`src/xnv_pkg.sv`:
```
// ----------------------------------------------------------------------------
// xnv_pkg: shared types and constants of the XML name validator
// Holds the item types of both channels, the lead byte classes and the
// XML name character test on decoded code points.
// ----------------------------------------------------------------------------
package xnv_pkg;

  typedef struct packed {
    logic [7:0] name_byte;
    logic       has_byte;
    logic       is_attribute;
    logic       last;
  } in_item_t;

  typedef struct packed {
    logic verdict;
  } out_item_t;

  // Held item from the input stage to the checker
  typedef struct packed {
    logic     valid;
    in_item_t item;
  } stage_t;

  typedef enum logic [2:0] {
    LEAD_ASCII,
    LEAD_TWO,
    LEAD_THREE,
    LEAD_FOUR,
    LEAD_BAD
  } lead_kind_t;

  localparam logic       VERDICT_OK      = 1'b0;
  localparam logic       VERDICT_ILLEGAL = 1'b1;
  localparam logic [1:0] PREFIX_LEN      = 2'd3;

  function automatic lead_kind_t lead_kind(input logic [7:0] b);
    lead_kind_t k;
    if (b < 8'h80) begin
      k = LEAD_ASCII;
    end else if (b inside {[8'hC0:8'hDF]}) begin
      k = LEAD_TWO;
    end else if (b inside {[8'hE0:8'hEF]}) begin
      k = LEAD_THREE;
    end else if (b inside {[8'hF0:8'hF7]}) begin
      k = LEAD_FOUR;
    end else begin
      k = LEAD_BAD;
    end
    return k;
  endfunction

  // Expected lowercase byte of the "xml" prefix at a position
  function automatic logic [7:0] prefix_char(input logic [1:0] idx);
    logic [7:0] c;
    case (idx)
      2'd0:    c = 8'h78;
      2'd1:    c = 8'h6D;
      2'd2:    c = 8'h6C;
      default: c = 8'h00;
    endcase
    return c;
  endfunction

  function automatic logic ascii_digit(input logic [7:0] b);
    return b inside {[8'h30:8'h39]};
  endfunction

  function automatic logic [7:0] fold_case(input logic [7:0] b);
    return (b inside {[8'h41:8'h5A]}) ? (b | 8'h20) : b;
  endfunction

  function automatic logic name_char(input logic [20:0] c);
    return c inside {21'h5F, 21'h3A, 21'h2D, 21'h2E, 21'hB7,
                     [21'h30:21'h39], [21'h41:21'h5A], [21'h61:21'h7A],
                     [21'hC0:21'hD6], [21'hD8:21'hF6], [21'hF8:21'h2FF],
                     [21'h300:21'h36F], [21'h370:21'h37D], [21'h37F:21'h1FFF],
                     [21'h200C:21'h200D], [21'h203F:21'h2040],
                     [21'h2070:21'h218F], [21'h2C00:21'h2FEF],
                     [21'h3001:21'hD7FF], [21'hF900:21'hFDCF],
                     [21'hFDF0:21'hFFFD], [21'h10000:21'hEFFFF]};
  endfunction

endpackage

```
`src/xnv_stream_if.sv`:
```
// ----------------------------------------------------------------------------
// xnv_stream_if: valid/ready channel
// Carries one payload per transaction; source drives valid and payload.
// ----------------------------------------------------------------------------
interface xnv_stream_if #(
  parameter type payload_t = logic [7:0]
) ();
  logic     valid;
  logic     ready;
  payload_t payload;

  modport source (output valid, output payload, input ready);
  modport sink   (input valid, input payload, output ready);
endinterface

```
`src/xnv_in_stage.sv`:
```
// ----------------------------------------------------------------------------
// xnv_in_stage: input register
// Holds one byte transaction; refills in the cycle the held item moves on.
// ----------------------------------------------------------------------------
module xnv_in_stage (
  input  logic            clk,
  input  logic            rst,
  xnv_stream_if.sink      bytes,
  input  logic            take,
  output xnv_pkg::stage_t held
);

  logic              valid;
  xnv_pkg::in_item_t item;
  logic              accept;

  assign bytes.ready = !valid || take;
  assign accept      = bytes.valid && bytes.ready;

  always_ff @(posedge clk) begin
    if (rst) begin
      valid <= 1'b0;
    end else if (accept) begin
      valid <= 1'b1;
    end else if (take) begin
      valid <= 1'b0;
    end
  end

  always_ff @(posedge clk) begin
    if (accept) begin
      item <= bytes.payload;
    end
  end

  assign held.valid = valid;
  assign held.item  = item;

endmodule

```
`src/xnv_name_check.sv`:
```
// ----------------------------------------------------------------------------
// xnv_name_check: UTF-8 decode, name rules and verdict register
// Updates the per-name state on each held item and registers the verdict.
// ----------------------------------------------------------------------------
module xnv_name_check (
  input  logic            clk,
  input  logic            rst,
  input  xnv_pkg::stage_t held,
  output logic            take,
  xnv_stream_if.source    result
);

  localparam logic [1:0] PREFIX_LEN_L = xnv_pkg::PREFIX_LEN;

  logic [1:0]  pend, pend_next;
  logic [20:0] acc, acc_next;
  logic [1:0]  seen, seen_next;
  logic        pfx, pfx_next;
  logic        failed, failed_next;
  logic        attr, attr_next;
  logic        out_valid;
  logic        verdict, verdict_next;
  logic        closing;
  logic [7:0]  b;

  assign b       = held.item.name_byte;
  assign take    = held.valid && (!held.item.last || !out_valid || result.ready);
  assign closing = take && held.item.last;

  always_comb begin
    pend_next   = pend;
    acc_next    = acc;
    seen_next   = seen;
    pfx_next    = pfx;
    failed_next = failed;
    attr_next   = (seen == 2'd0) ? held.item.is_attribute : attr;

    if (held.item.has_byte) begin
      if (seen != PREFIX_LEN_L && xnv_pkg::fold_case(b) != xnv_pkg::prefix_char(seen)) begin
        pfx_next = 1'b0;
      end
      if (seen == 2'd0 && xnv_pkg::ascii_digit(b)) begin
        failed_next = 1'b1;
      end

      if (pend != 2'd0) begin
        acc_next  = {acc[14:0], b[5:0]};
        pend_next = pend - 2'd1;
        if (pend == 2'd1 && !xnv_pkg::name_char(acc_next)) begin
          failed_next = 1'b1;
        end
      end else begin
        case (xnv_pkg::lead_kind(b))
          xnv_pkg::LEAD_ASCII: begin
            acc_next = {13'd0, b};
            if (!xnv_pkg::name_char(acc_next)) begin
              failed_next = 1'b1;
            end
          end
          xnv_pkg::LEAD_TWO: begin
            acc_next  = {16'd0, b[4:0]};
            pend_next = 2'd1;
          end
          xnv_pkg::LEAD_THREE: begin
            acc_next  = {17'd0, b[3:0]};
            pend_next = 2'd2;
          end
          xnv_pkg::LEAD_FOUR: begin
            acc_next  = {18'd0, b[2:0]};
            pend_next = 2'd3;
          end
          default: begin
            acc_next    = 21'd0;
            failed_next = 1'b1;
          end
        endcase
      end

      if (seen != 2'd3) begin
        seen_next = seen + 2'd1;
      end
    end

    // Verdict from the state after this byte
    if (failed_next || seen_next == 2'd0 || pend_next != 2'd0 ||
        (!attr_next && pfx_next && seen_next == PREFIX_LEN_L)) begin
      verdict_next = xnv_pkg::VERDICT_ILLEGAL;
    end else begin
      verdict_next = xnv_pkg::VERDICT_OK;
    end
  end

  always_ff @(posedge clk) begin
    if (rst || closing) begin
      pend   <= 2'd0;
      acc    <= 21'd0;
      seen   <= 2'd0;
      pfx    <= 1'b1;
      failed <= 1'b0;
      attr   <= 1'b0;
    end else if (take) begin
      pend   <= pend_next;
      acc    <= acc_next;
      seen   <= seen_next;
      pfx    <= pfx_next;
      failed <= failed_next;
      attr   <= attr_next;
    end
  end

  always_ff @(posedge clk) begin
    if (rst) begin
      out_valid <= 1'b0;
    end else if (closing) begin
      out_valid <= 1'b1;
    end else if (result.ready) begin
      out_valid <= 1'b0;
    end
  end

  always_ff @(posedge clk) begin
    if (closing) begin
      verdict <= verdict_next;
    end
  end

  assign result.valid           = out_valid;
  assign result.payload.verdict = verdict;

  // A closing item must never overwrite an untaken verdict
  a_no_overwrite: assert property (@(posedge clk) disable iff (rst)
    closing |-> (!out_valid || result.ready))
    else $error("verdict overwritten before it was taken");

  // Closing a name returns the per-name state to its reset value
  a_state_cleared: assert property (@(posedge clk) disable iff (rst)
    closing |=> (seen == 2'd0 && pend == 2'd0 && pfx && !failed))
    else $error("name state not cleared after last item");

  // Continuations are only awaited once a byte has been taken
  a_pend_needs_byte: assert property (@(posedge clk) disable iff (rst)
    (seen == 2'd0) |-> (pend == 2'd0))
    else $error("pending continuations with no byte taken");

  // An error sticks until the name closes
  a_failed_sticky: assert property (@(posedge clk) disable iff (rst)
    (failed && !closing) |=> failed)
    else $error("error flag dropped inside a name");

endmodule

```
`src/xml_name_utf8_validator_top.sv`:
```
// ----------------------------------------------------------------------------
// xml_name_utf8_validator_top: XML name validator over UTF-8 bytes
// Checks one tag or attribute name, at most one byte per transaction, and gives
// one verdict transaction when the name closes.
// ----------------------------------------------------------------------------
//
//   channel  role    payload                                     per name
//   -------  ------  ------------------------------------------  ----------------
//   bytes    sink    name_byte, has_byte, is_attribute, last      one or more
//   result   source  verdict (0 ok, 1 illegal)                    one, after last
//
// Flow: one byte transaction per clock, unless a held result stalls a
// closing item. A byte sits in the input register, where the decode and
// name rules settle; the verdict register loads as the closing item moves
// on and holds the verdict until it is taken.
// Reset: rst is synchronous; it empties both registers and restores the
// per-name state (no byte seen, prefix still matching, no error).
// Stalls: a held result stalls only a closing item in the input register,
// and the bytes behind it wait; bytes before it keep flowing. The input
// register refills in the cycle its item moves on.
//
module xml_name_utf8_validator_top (
  input  logic         clk,
  input  logic         rst,
  xnv_stream_if.sink   bytes,
  xnv_stream_if.source result
);

  // Held byte and its advance strobe
  xnv_pkg::stage_t held;
  logic            take;

  // Register the incoming byte transaction
  xnv_in_stage u_in_stage (
    .clk   (clk),
    .rst   (rst),
    .bytes (bytes),
    .take  (take),
    .held  (held)
  );

  // Decode, apply the name rules and hold the verdict until taken
  xnv_name_check u_name_check (
    .clk    (clk),
    .rst    (rst),
    .held   (held),
    .take   (take),
    .result (result)
  );

endmodule

```
`src/flat_wrapper.sv`:
```
// flat-port wrapper written by rule: the top's interface ports become plain ports
module xml_name_utf8_validator_top_flat 
  (clk, rst, bytes_valid, bytes_payload, bytes_ready, result_valid, result_payload, result_ready);
  xnv_stream_if #(.payload_t(xnv_pkg::in_item_t)) bytes_i ();
  xnv_stream_if #(.payload_t(xnv_pkg::out_item_t)) result_i ();
  input  logic clk;
  input  logic rst;
  input wire logic [$bits(bytes_i.valid)-1:0] bytes_valid;
  input wire logic [$bits(bytes_i.payload)-1:0] bytes_payload;
  output wire logic [$bits(bytes_i.ready)-1:0] bytes_ready;
  output wire logic [$bits(result_i.valid)-1:0] result_valid;
  output wire logic [$bits(result_i.payload)-1:0] result_payload;
  input wire logic [$bits(result_i.ready)-1:0] result_ready;
  assign bytes_i.valid = bytes_valid;
  assign bytes_i.payload = bytes_payload;
  assign bytes_ready = bytes_i.ready;
  assign result_valid = result_i.valid;
  assign result_payload = result_i.payload;
  assign result_i.ready = result_ready;
  xml_name_utf8_validator_top u_core (.clk(clk), .rst(rst), .bytes(bytes_i), .result(result_i));
endmodule
```
`config.mk`:
```
export PLATFORM = sky130hd
export DESIGN_NAME = xml_name_utf8_validator_top_flat
export DESIGN_NICKNAME = d
export VERILOG_FILES = /design/src/xnv_pkg.sv /design/src/xnv_stream_if.sv /design/src/xnv_in_stage.sv /design/src/xnv_name_check.sv /design/src/xml_name_utf8_validator_top.sv /design/src/flat_wrapper.sv
export SDC_FILE = /design/constraint.sdc
export NUM_CORES = 1
export LEC_CHECK = 0
export BUFFER_PORTS_ARGS = -buffer_cell sky130_fd_sc_hd__buf_4
export CAP_MARGIN = 20
export CORE_MARGIN = 2
export CORE_UTILIZATION = 40
export DETAILED_ROUTE_END_ITERATION = 10
export HOLD_SLACK_MARGIN = 0.1
export MAX_ROUTING_LAYER = met4
export PLACE_DENSITY = 0.66
export RECOVER_POWER = 100
export SYNTH_ARGS = -nofsm -noshare
export SYNTH_HDL_FRONTEND = slang
export SYNTH_SLANG_ARGS = --single-unit
```
`constraint.sdc`:
```
create_clock -name clk -period 2.5 [get_ports clk]
set_input_delay 0.25 -clock clk [delete_from_list [all_inputs] [get_ports clk]]
set_output_delay 0.25 -clock clk [all_outputs]
set_load 0.05 [all_outputs]
```
==> impl_metrics.csv, run 1 <==
group,metric,value,unit
status,status,"completed",
logic_synthesis,syn-num-nets,349,
setup_path,r2r_end,"u_core.u_name_check.result.payload",
clock_network,cts_buffers,5,
setup_path,critical_path_class,"flop to flop",
clock_network,path_clk_slew,80,ps
hold_path,whs_path_depth,2,
pwr,total_power,1.29,mW
setup_path,ff2ff_setup_slack,90,ps
floorplan,rows,29,
clock_network,clockRootBuffer,"clkbuf_8",
setup_path,r2r_start,"u_core.u_in_stage.held[3]",
logic_synthesis,synth-seq-area-share,0.328,
routing,highest_layer,"met4",
final_layout,drive_gt1_frac,0.199,
final_layout,antennaDiodeCount,0,
routing,drtIter0Drc,236,
clock_network,clock_latency,290,ps
place,place_area,3020,um2
logic_synthesis,syn_area,2560,um2
logic_synthesis,synth_edf_count,12,
timing,tightest_slew,726,ps
global_route,antenna_found_initial,0,
place,numPortBuffers,17,
routing,ant_nets,0,
setup_path,slowest_delay,500,ps
place,gp_congestion,1.00,
floorplan,die_area,7070,um2
setup_path,worst-path-max-fanout,6,
logic_synthesis,async_flop_share,0,
final_layout,fillers,639,
logic_synthesis,ys_types,66,
logic_synthesis,ys_warn_count,0,
global_route,grt_max_degree,23,
floorplan,start_util,0.409,
place,place_hpwl,5710,um
global_route,grt_pass1_wl,12500,um
global_route,track_usage,0.226,
setup_path,crit_required,2530,ps
setup_path,startpoint_type,"flop",
global_route,grt_overflow,0,
routing,postRouteWirelength,7740,um
logic_synthesis,synth-seq-cells,36,
floorplan,coreArea,6280,um2
final_layout,final_area,3140,um2
setup_path,crit_chain,"buf_4 -> buf_4 -> or3b_1 -> a21oi_1 -> o221ai_1 -> nand3_1 -> nand2_1 -> a311oi_2 -> o221ai_1",
hold_path,hp-class,"input port to flop",
routing,wl_met1,3470,um
timing,clock-skew-final,4.85,ps
floorplan,die_height,84.1,um
timing,period_minus_slack,2410,ps
setup_path,ff2ff_path_depth,9,
floorplan,ios,18,
timing,setup_slack,90.4,ps
global_route,grt_pass1_vias,2485,
timing,fin_crit_sh,0.964,
routing,wl_met3,483,um
final_layout,layout_commonest_cell,"buf_4",
timing,setup-tns-final,0,ps
pwr,leakage,1.17,nW
routing,firstDrtPassIters,4,
final_layout,fin_util,0.500,
timing,finalHoldViolCount,0,
routing,route.detailed.wl_per_inst,17.4,um
logic_synthesis,synthFlopType,"dfxtp_1",
final_layout,fin_nets,385,
pwr,power.density,412,nW/um2
clock_network,cts_num_sinks,36,
timing,max_freq,0.415,GHz
setup_path,worstSetupEndpointType,"flop",
timing,relSlewSlack,0.516,
pwr,ir_drop,0.331,mV
hold_path,holdPathEnd,"u_core.u_in_stage.valid",
routing,drc,0,
clock_network,cts_tree,"yes",
setup_path,cp.arrival,2440,ps
flow_run,maxCapViolCount,0,
routing,via_per_inst,6.05,
hold_path,hold_path_startpoint,"rst",
logic_synthesis,synth_area_per_cell,7.77,um2
final_layout,layout_common_cells,"buf_4, nand2_1, a21oi_1, dfxtp_1, nor2_1",
setup_path,cpMaxStageDelayCell,"edfxtp_1",
timing,setup_viol,0,
final_layout,syn_to_final_growth,22.4,%
logic_synthesis,syn_inst,330,
setup_path,crit_start,"u_core.u_in_stage.held[3]",
clock_network,cts_buffer_depth,2,
routing,vias,2687,
place,dpl_worst_slack,87.7,ps
routing,dr_wl_met2,3610,um
timing,drv_slew,0,
floorplan,fp.dieW,84.1,um
clock_network,htree_levels,2,
==> state kept, by name (all words and copies together), names as in the netlist <==
| name | cells |
|---|---|
| u_core.u_name_check.attr | 1 |
| u_core.u_name_check.pend | 2 |
| u_core.u_name_check.acc | 15 |
| u_core.u_name_check.result.payload | 1 |
| u_core.u_name_check.pfx | 1 |
| u_core.u_in_stage.held | 11 |
| u_core.u_name_check.failed | 1 |
| u_core.u_name_check.seen | 2 |
| u_core.u_name_check.result.valid | 1 |
| u_core.u_in_stage.valid | 1 |
==> how the worst max path moves through the flow <==
stage | to | slack (ps) | depth (start not counted)
after floorplan | u_core.u_name_check.failed | 320 | 7
after global placement | u_core.u_name_check.result.payload | 140 | 7
after detailed placement | u_core.u_name_check.failed | 90 | 7
after CTS | u_core.u_name_check.failed | 80 | 7
after global routing | u_core.u_name_check.result.payload | -30 | 9
final | u_core.u_name_check.result.payload | 90 | 9
==> kinds of logic (layout without fill, tap and decap cells) <==
kind of cell	after synthesis	after routing	share of synthesized area
simple gates	155	155	0.330
compound gates	86	86	0.234
buf+inv	43	80	0.0673
flops	36	36	0.328
fa+ha+maj	4	4	0.0195
xor+xnor	4	4	0.0137
mux	2	2	0.00781
==> critical path: cells and delay by family (launching register included) <==
family	cells	cell delay [ps]
compound gates	4	750
buf+inv	2	350
flops	1	500
simple gates	3	540
==> final cells by class <==
| type | count | area, um2 | area share |
|---|---|---|---|
| Tap cell | 77 | 96.3 | 0.0307 |
| Inverter | 12 | 45.0 | 0.0143 |
| Clock buffer | 7 | 76.3 | 0.0243 |
| Sequential cell | 36 | 841 | 0.268 |
| Multi-Input combinational cell | 251 | 1590 | 0.508 |
| Clock inverter | 1 | 8.76 | 0.00279 |
| Timing Repair Buffer | 60 | 479 | 0.153 |
==> synth_stat cells, types with 2 or more instances <==
| master | count | share of area |
|---|---|---|
| a21oi_1 | 25 | 0.049 |
| inv_1 | 11 | 0.016 |
| o21ai_0 | 6 | 0.012 |
| o21ai_1 | 2 | 0.0039 |
| nand4_1 | 3 | 0.0073 |
| nor4bb_1 | 2 | 0.0078 |
| a22oi_1 | 4 | 0.012 |
| a22o_1 | 2 | 0.0068 |
| xnor2_1 | 3 | 0.010 |
| nand2b_1 | 10 | 0.024 |
| nand2_1 | 35 | 0.051 |
| nor3_1 | 14 | 0.027 |
| and4_1 | 3 | 0.010 |
| buf_1 | 2 | 0.0029 |
| mux2i_1 | 2 | 0.0078 |
| dfxtp_1 | 24 | 0.19 |
| buf_2 | 9 | 0.018 |
| or3_1 | 2 | 0.0049 |
| edfxtp_1 | 12 | 0.14 |
| o311a_1 | 2 | 0.0078 |
| nor2b_1 | 4 | 0.0098 |
| a211oi_1 | 11 | 0.032 |
| or4_1 | 4 | 0.012 |
| nand3b_1 | 2 | 0.0059 |
| ha_1 | 4 | 0.020 |
| a41o_1 | 2 | 0.0078 |
| and2_1 | 2 | 0.0049 |
| a31oi_1 | 6 | 0.015 |
| a32oi_1 | 2 | 0.0068 |
| clkbuf_1 | 20 | 0.029 |
| o221ai_1 | 3 | 0.010 |
| and3_1 | 3 | 0.0073 |
| nor2_1 | 23 | 0.034 |
| nand3_1 | 22 | 0.043 |
| nor4_1 | 11 | 0.027 |
| o211ai_1 | 7 | 0.020 |
| nor4_2 | 2 | 0.0098 |
==> layer usage <==
layer	global-route usage	vias to the layer above
met5	-	-
met4	0.0674	0
met3	0.0475	20
met2	0.360	100
met1	0.290	1248
li1	-	1319
==> stage by stage <==
| step | instances | hold slack [ps] |
|---|---|---|
| finish | 444 | 122 |
| global route | 444 | 121 |
| detailed placement | 434 | 428 |
| floorplan | 330 | 319 |
| CTS | 442 | 120 |
| global placement | 434 | 424 |
==> power breakdown <==
part,leakage (nW),internal [mW],switching [mW]
clock,0.0424,0.199,0.213
combinational,0.812,0.0999,0.138
sequential,0.311,0.625,0.0179
total,1.17,0.924,0.369
==> what timing repair did <==
action | in CTS | in global routing
setup endpoints to repair | 0 | 2
setup buffers | 0 | 2
hold buffers | 0 | 0
gates resized for setup | 0 | 6
(Power assumes the default switching activity.)
==> run 2, diff against run 1 <==
CORE_ASPECT_RATIO = 1.2   (was default)
==> run 2 against run 1 <==
Net effect:
- non-clock buffer count is the same
- utilization is 0.85 points higher
- critical path type unchanged
- clock skew up 9.6 ps
- register-to-register slack is essentially flat
- global-route usage down 0.66 points
- worst hold slack gained 6.5 ps
- sequential share of layout area increased by 0.19 points
==> impl_metrics.csv, run 2 (synthesis results as in run 1) <==
group,metric,value,unit
status,status,"completed",
setup_path,crit_buf_inv,0,
clock_network,htree_levels,2,
setup_path,crit_required,2510,ps
timing,whs,129,ps
place,gp_congestion,0.977,
place,place_area,2960,um2
global_route,track_usage,0.220,
routing,route.detailed.wl_per_inst,16.8,um
floorplan,start_util,0.419,
routing,ant_nets,0,
final_layout,fin_cells,449,
final_layout,syn_to_final_growth,21.6,%
place,numPortBuffers,17,
setup_path,r2r_start,"u_core.u_name_check.acc[6]",
clock_network,cts_buffers,5,
setup_path,worstSetupEndpointType,"flop",
timing,relSlewSlack,0.409,
setup_path,worst-path-max-fanout,5,
clock_network,cts_buffer_depth,2,
timing,tightest_slew,886,ps
global_route,grt_pass1_vias,2491,
floorplan,coreArea,6130,um2
timing,setup_viol,0,
final_layout,layout_commonest_cell,"buf_4",
final_layout,largest_reg_flops,15,
timing,rsz0062_at_grt,"yes",
clock_network,clockRootBuffer,"clkbuf_8",
pwr,intPower,0.952,mW
clock_network,cts_num_sinks,36,
hold_path,hp-class,"input port to flop",
global_route,grt_pass1_wl,12200,um
pwr,pwr-share-clk,0.334,
global_route,use_met3,0.0295,
timing,finalHoldViolCount,0,
clock_network,cts_tree,"yes",
pwr,leakage,1.16,nW
final_layout,final_area,3120,um2
setup_path,crit_chain,"nand3_1 -> nor2_2 -> or4b_1 -> a211oi_2 -> nor3_1 -> a311oi_1 -> o221ai_1",
clock_network,hold_buffers,0,
timing,drv_slew,0,
setup_path,r2r_end,"u_core.u_name_check.result.payload",
floorplan,rows,31,
floorplan,fp.dieW,77.1,um
global_route,met1_usage,0.266,
floorplan,ios,18,
hold_path,holdPathEnd,"u_core.u_in_stage.valid",
place,place_hpwl,5530,um
timing,clock-skew-final,14.4,ps
routing,firstDrtPassIters,7,
routing,drtIter0Drc,240,
pwr,seq_power_share,0.485,
floorplan,die_area,7070,um2
clock_network,path_clk_slew,80,ps
setup_path,critical_path_class,"flop to flop",
pwr,p_sw,0.370,mW
final_layout,drive_gt1_frac,0.210,
timing,period_minus_slack,2420,ps
setup_path,slowest_delay,490,ps
final_layout,fin_util,0.509,
routing,vias,2735,
setup_path,ff2ff_setup_slack,80,ps
global_route,grt_overflow,0,
routing,postRouteWirelength,7560,um
hold_path,hold_path_startpoint,"rst",
setup_path,crit_family,"simple AND/OR/NAND/NOR gates",
final_layout,fin_nets,385,
timing,fin_crit_sh,0.966,
timing,max_freq,0.414,GHz
setup_path,cpMaxStageDelayCell,"or4b_1",
pwr,power.density,424,nW/um2
global_route,antenna_found_initial,0,
setup_path,ff2ff_path_depth,7,
setup_path,cp.arrival,2430,ps
global_route,top_usage_layer,"met2",
floorplan,die_height,91.7,um
final_layout,layout_common_cells,"buf_4, nand2_1, a21oi_1, dfxtp_1, nand3_1",
final_layout,antennaDiodeCount,0,
clock_network,clock_latency,290,ps
final_layout,regMostFlops,"u_core.u_name_check.acc",
pwr,ir_drop,0.367,mV
place,dp_cells,434,
pwr,combPwrFrac,0.181,
hold_path,whs_path_depth,2,
setup_path,startpoint_type,"flop",
routing,via_per_inst,6.09,
global_route,grt_max_degree,23,
pwr,swShare,0.280,
routing,drc,0,
flow_run,maxCapViolCount,0,
global_route,met2_usage,0.375,
[run 2: power by group through the flow]
stage          Combinational [mW]  Sequential [mW]  Clock, mW
2_1_floorplan               0.142            0.653          0
3_3_place_gp                0.223            0.656          0
3_5_place_dp                0.224            0.656          0
4_1_cts                     0.225            0.643      0.447
5_1_grt                     0.260            0.644      0.473
6_report                    0.240            0.641      0.442
[run 2: how the worst max path moves through the flow]
stage | cells after the start | from | endpoint | slack (ps)
detailed placement | 7 | u_core.u_in_stage.held[4] | u_core.u_name_check.failed | 60
global route | 7 | u_core.u_name_check.acc[6] | u_core.u_name_check.result.payload | -30
finish | 7 | u_core.u_name_check.acc[6] | u_core.u_name_check.result.payload | 80
floorplan | 7 | u_core.u_in_stage.held[5] | u_core.u_name_check.failed | 320
CTS | 6 | u_core.u_in_stage.held[4] | u_core.u_name_check.result.payload | 50
global placement | 7 | u_core.u_name_check.acc[6] | u_core.u_name_check.result.payload | -10
[run 2: stage by stage]
step | worst slack (ps) | TNS [ps] | power (mW)
4_1_cts | 46.5 | 0 | 1.31
3_5_place_dp | 62.3 | 0 | 0.880
6_report | 84.1 | 0 | 1.32
3_3_place_gp | -11.8 | -11.8 | 0.879
5_1_grt | -33.5 | -33.5 | 1.38
2_1_floorplan | 318 | 0 | 0.795
[run 2: layout make-up]
type	count	area, um2
multi-input cells	251	1580
repair buffers	60	458
clock inverters	1	6.26
inverters	12	45.0
clock buffers	7	86.3
fillers	634	3010
well taps	82	103
flip-flops and latches	36	841
[run 2: repair_timing]
item,4_1_cts,5_1_grt
buffers inserted,0,7
resized for setup,0,6
endpoints found under the setup margin,0,2
[run 2: metal layers]
layer | wire length, um | vias to the layer above
met1 | 3240 | 1283
met3 | 369 | 22
li1 | - | 1309
met4 | 194 | 0
met2 | 3750 | 121
met5 | 0 | -
==> run 3, diff against run 2 <==
CORE_UTILIZATION = 30   (was 40)
PLACE_DENSITY = 0.54   (was 0.66)
REMOVE_ABC_BUFFERS = 1   (was default)
==> run 3 against run 2 <==
Net effect:
- clock power fell by 5.2%
- largest power group unchanged
- final area rose by 6.3%
- global-route usage fell by 4.0 points
- largest cell class unchanged
- critical endpoint unchanged
==> impl_metrics.csv, run 3 (synthesis results as in run 1) <==
group,metric,value,unit
final_layout,regMostFlops,"u_core.u_name_check.acc",
clock_network,path_clk_slew,80,ps
timing,setup_slack,45.8,ps
timing,relSlewSlack,0.420,
setup_path,critical_path_class,"flop to flop",
setup_path,cpMaxStageDelayCell,"edfxtp_1",
floorplan,ios,18,
global_route,grt_overflow,0,
place,place_hpwl,5840,um
clock_network,cts_tree,"yes",
setup_path,worst-path-max-fanout,7,
timing,whs,125,ps
routing,vias,2739,
setup_path,startpoint_type,"flop",
place,place_area,3070,um2
setup_path,crit_required,2520,ps
global_route,grt_pass1_wl,12900,um
floorplan,fp.dieW,88.4,um
place,numPortBuffers,17,
floorplan,start_util,0.313,
status,status,"completed",
timing,finalHoldViolCount,0,
setup_path,crit_chain,"xnor2_1 -> o31a_1 -> o311a_1 -> o211ai_1 -> a211oi_2 -> a311oi_2 -> buf_4 -> o221ai_1",
timing,max_freq,0.407,GHz
flow_run,maxCapViolCount,0,
routing,firstDrtPassIters,5,
final_layout,final_area,3320,um2
clock_network,cts_buffer_depth,2,
final_layout,syn_to_final_growth,29.3,%
final_layout,layout_commonest_cell,"buf_4",
timing,clock-skew-final,12.7,ps
timing,period_minus_slack,2450,ps
global_route,antenna_found_initial,0,
setup_path,cp.arrival,2480,ps
clock_network,cts_buffers,5,
setup_path,ff2ff_setup_slack,50,ps
final_layout,layout_common_cells,"buf_4, nand2_1, nor2_1, a21oi_1, dfxtp_1",
pwr,ir_drop,0.335,mV
setup_path,worstSetupEndpointType,"flop",
pwr,power.density,397,nW/um2
clock_network,hold_buffers,0,
timing,setup_viol,0,
final_layout,largest_reg_flops,15,
routing,route.detailed.wl_per_inst,16.4,um
setup_path,crit_buf_inv,1,
setup_path,crit_family,"compound AO/OA/AOI/OAI gates",
global_route,track_usage,0.180,
clock_network,clockRootBuffer,"clkbuf_8",
timing,fin_crit_sh,0.982,
floorplan,rows,36,
global_route,grt_max_degree,23,
floorplan,coreArea,8200,um2
clock_network,clock_latency,300,ps
routing,drc,0,
final_layout,regArea,843,um2
pwr,total_power,1.32,mW
clock_network,htree_levels,2,
floorplan,die_height,105,um
place,gp_congestion,0.972,
final_layout,multiInputGateArea,1670,um2
floorplan,die_area,9310,um2
routing,postRouteWirelength,8030,um
setup_path,slowest_delay,500,ps
final_layout,fillers,885,
pwr,leakage,1.23,nW
routing,drtIter0Drc,163,
clock_network,cts_num_sinks,36,
final_layout,drive_gt1_frac,0.273,
final_layout,fin_util,0.404,
timing,tightest_slew,870,ps
routing,ant_nets,0,
final_layout,antennaDiodeCount,0,
routing,via_per_inst,5.58,
timing,drv_slew,0,
final_layout,fin_nets,395,
place,dpl_worst_slack,-37.3,ps
hold_path,hp-class,"input port to flop",
global_route,grt_pass1_vias,2618,
run 3: cell types whose count changed in the layout (fill, tap and decap cells not counted), sizes merged:
cell,change
inv,-1
clkinv,+3
clkbuf,-3
buf,+11
run 3: what timing repair did:
item                                    CTS  global route
endpoints found under the setup margin    1             2
setup buffers                             4             3
gates resized for setup                   0            26
pin swaps                                 0            10
run 3: report_power, final:
part / leakage (nW) / switching [mW] / total, mW / internal, mW
Clock: 0.0479 / 0.224 / 0.419 / 0.194
Sequential: 0.312 / 0.0193 / 0.645 / 0.625
Combinational: 0.866 / 0.142 / 0.253 / 0.111
Total: 1.23 / 0.385 / 1.32 / 0.931
run 3: path summary, 6_finish.rpt:
check | endpoint | depth (start not counted) | from
min reg2reg | u_core.u_name_check.attr | 2 | u_core.u_name_check.attr
max reg2reg | u_core.u_name_check.result.payload | 8 | u_core.u_in_stage.held[3]
max | u_core.u_name_check.result.payload | 8 | u_core.u_in_stage.held[3]
min | u_core.u_in_stage.valid | 2 | rst
run 3: stage by stage:
| step | std cells | setup TNS (ps) |
|---|---|---|
| floorplan | 299 | 0 |
| global placement | 476 | -63.4 |
| detailed placement | 476 | -37.3 |
| CTS | 488 | 0 |
| global route | 491 | -12.1 |
| finish | 491 | 0 |
run 3: final cells by class:
class	count	area share
clock buffers	5	0.0208
clock inverters	3	0.00566
inverters	12	0.0136
multi-input cells	251	0.503
flip-flops and latches	36	0.254
well taps	114	0.0430
repair buffers	70	0.160
run 3: routing by layer:
metal,up-vias,GRT usage,share of wire
met4,0,0.0617,0.022
met3,14,0.0227,0.046
met2,89,0.299,0.50
met5,-,-,0
li1,1334,-,-
met1,1302,0.223,0.43
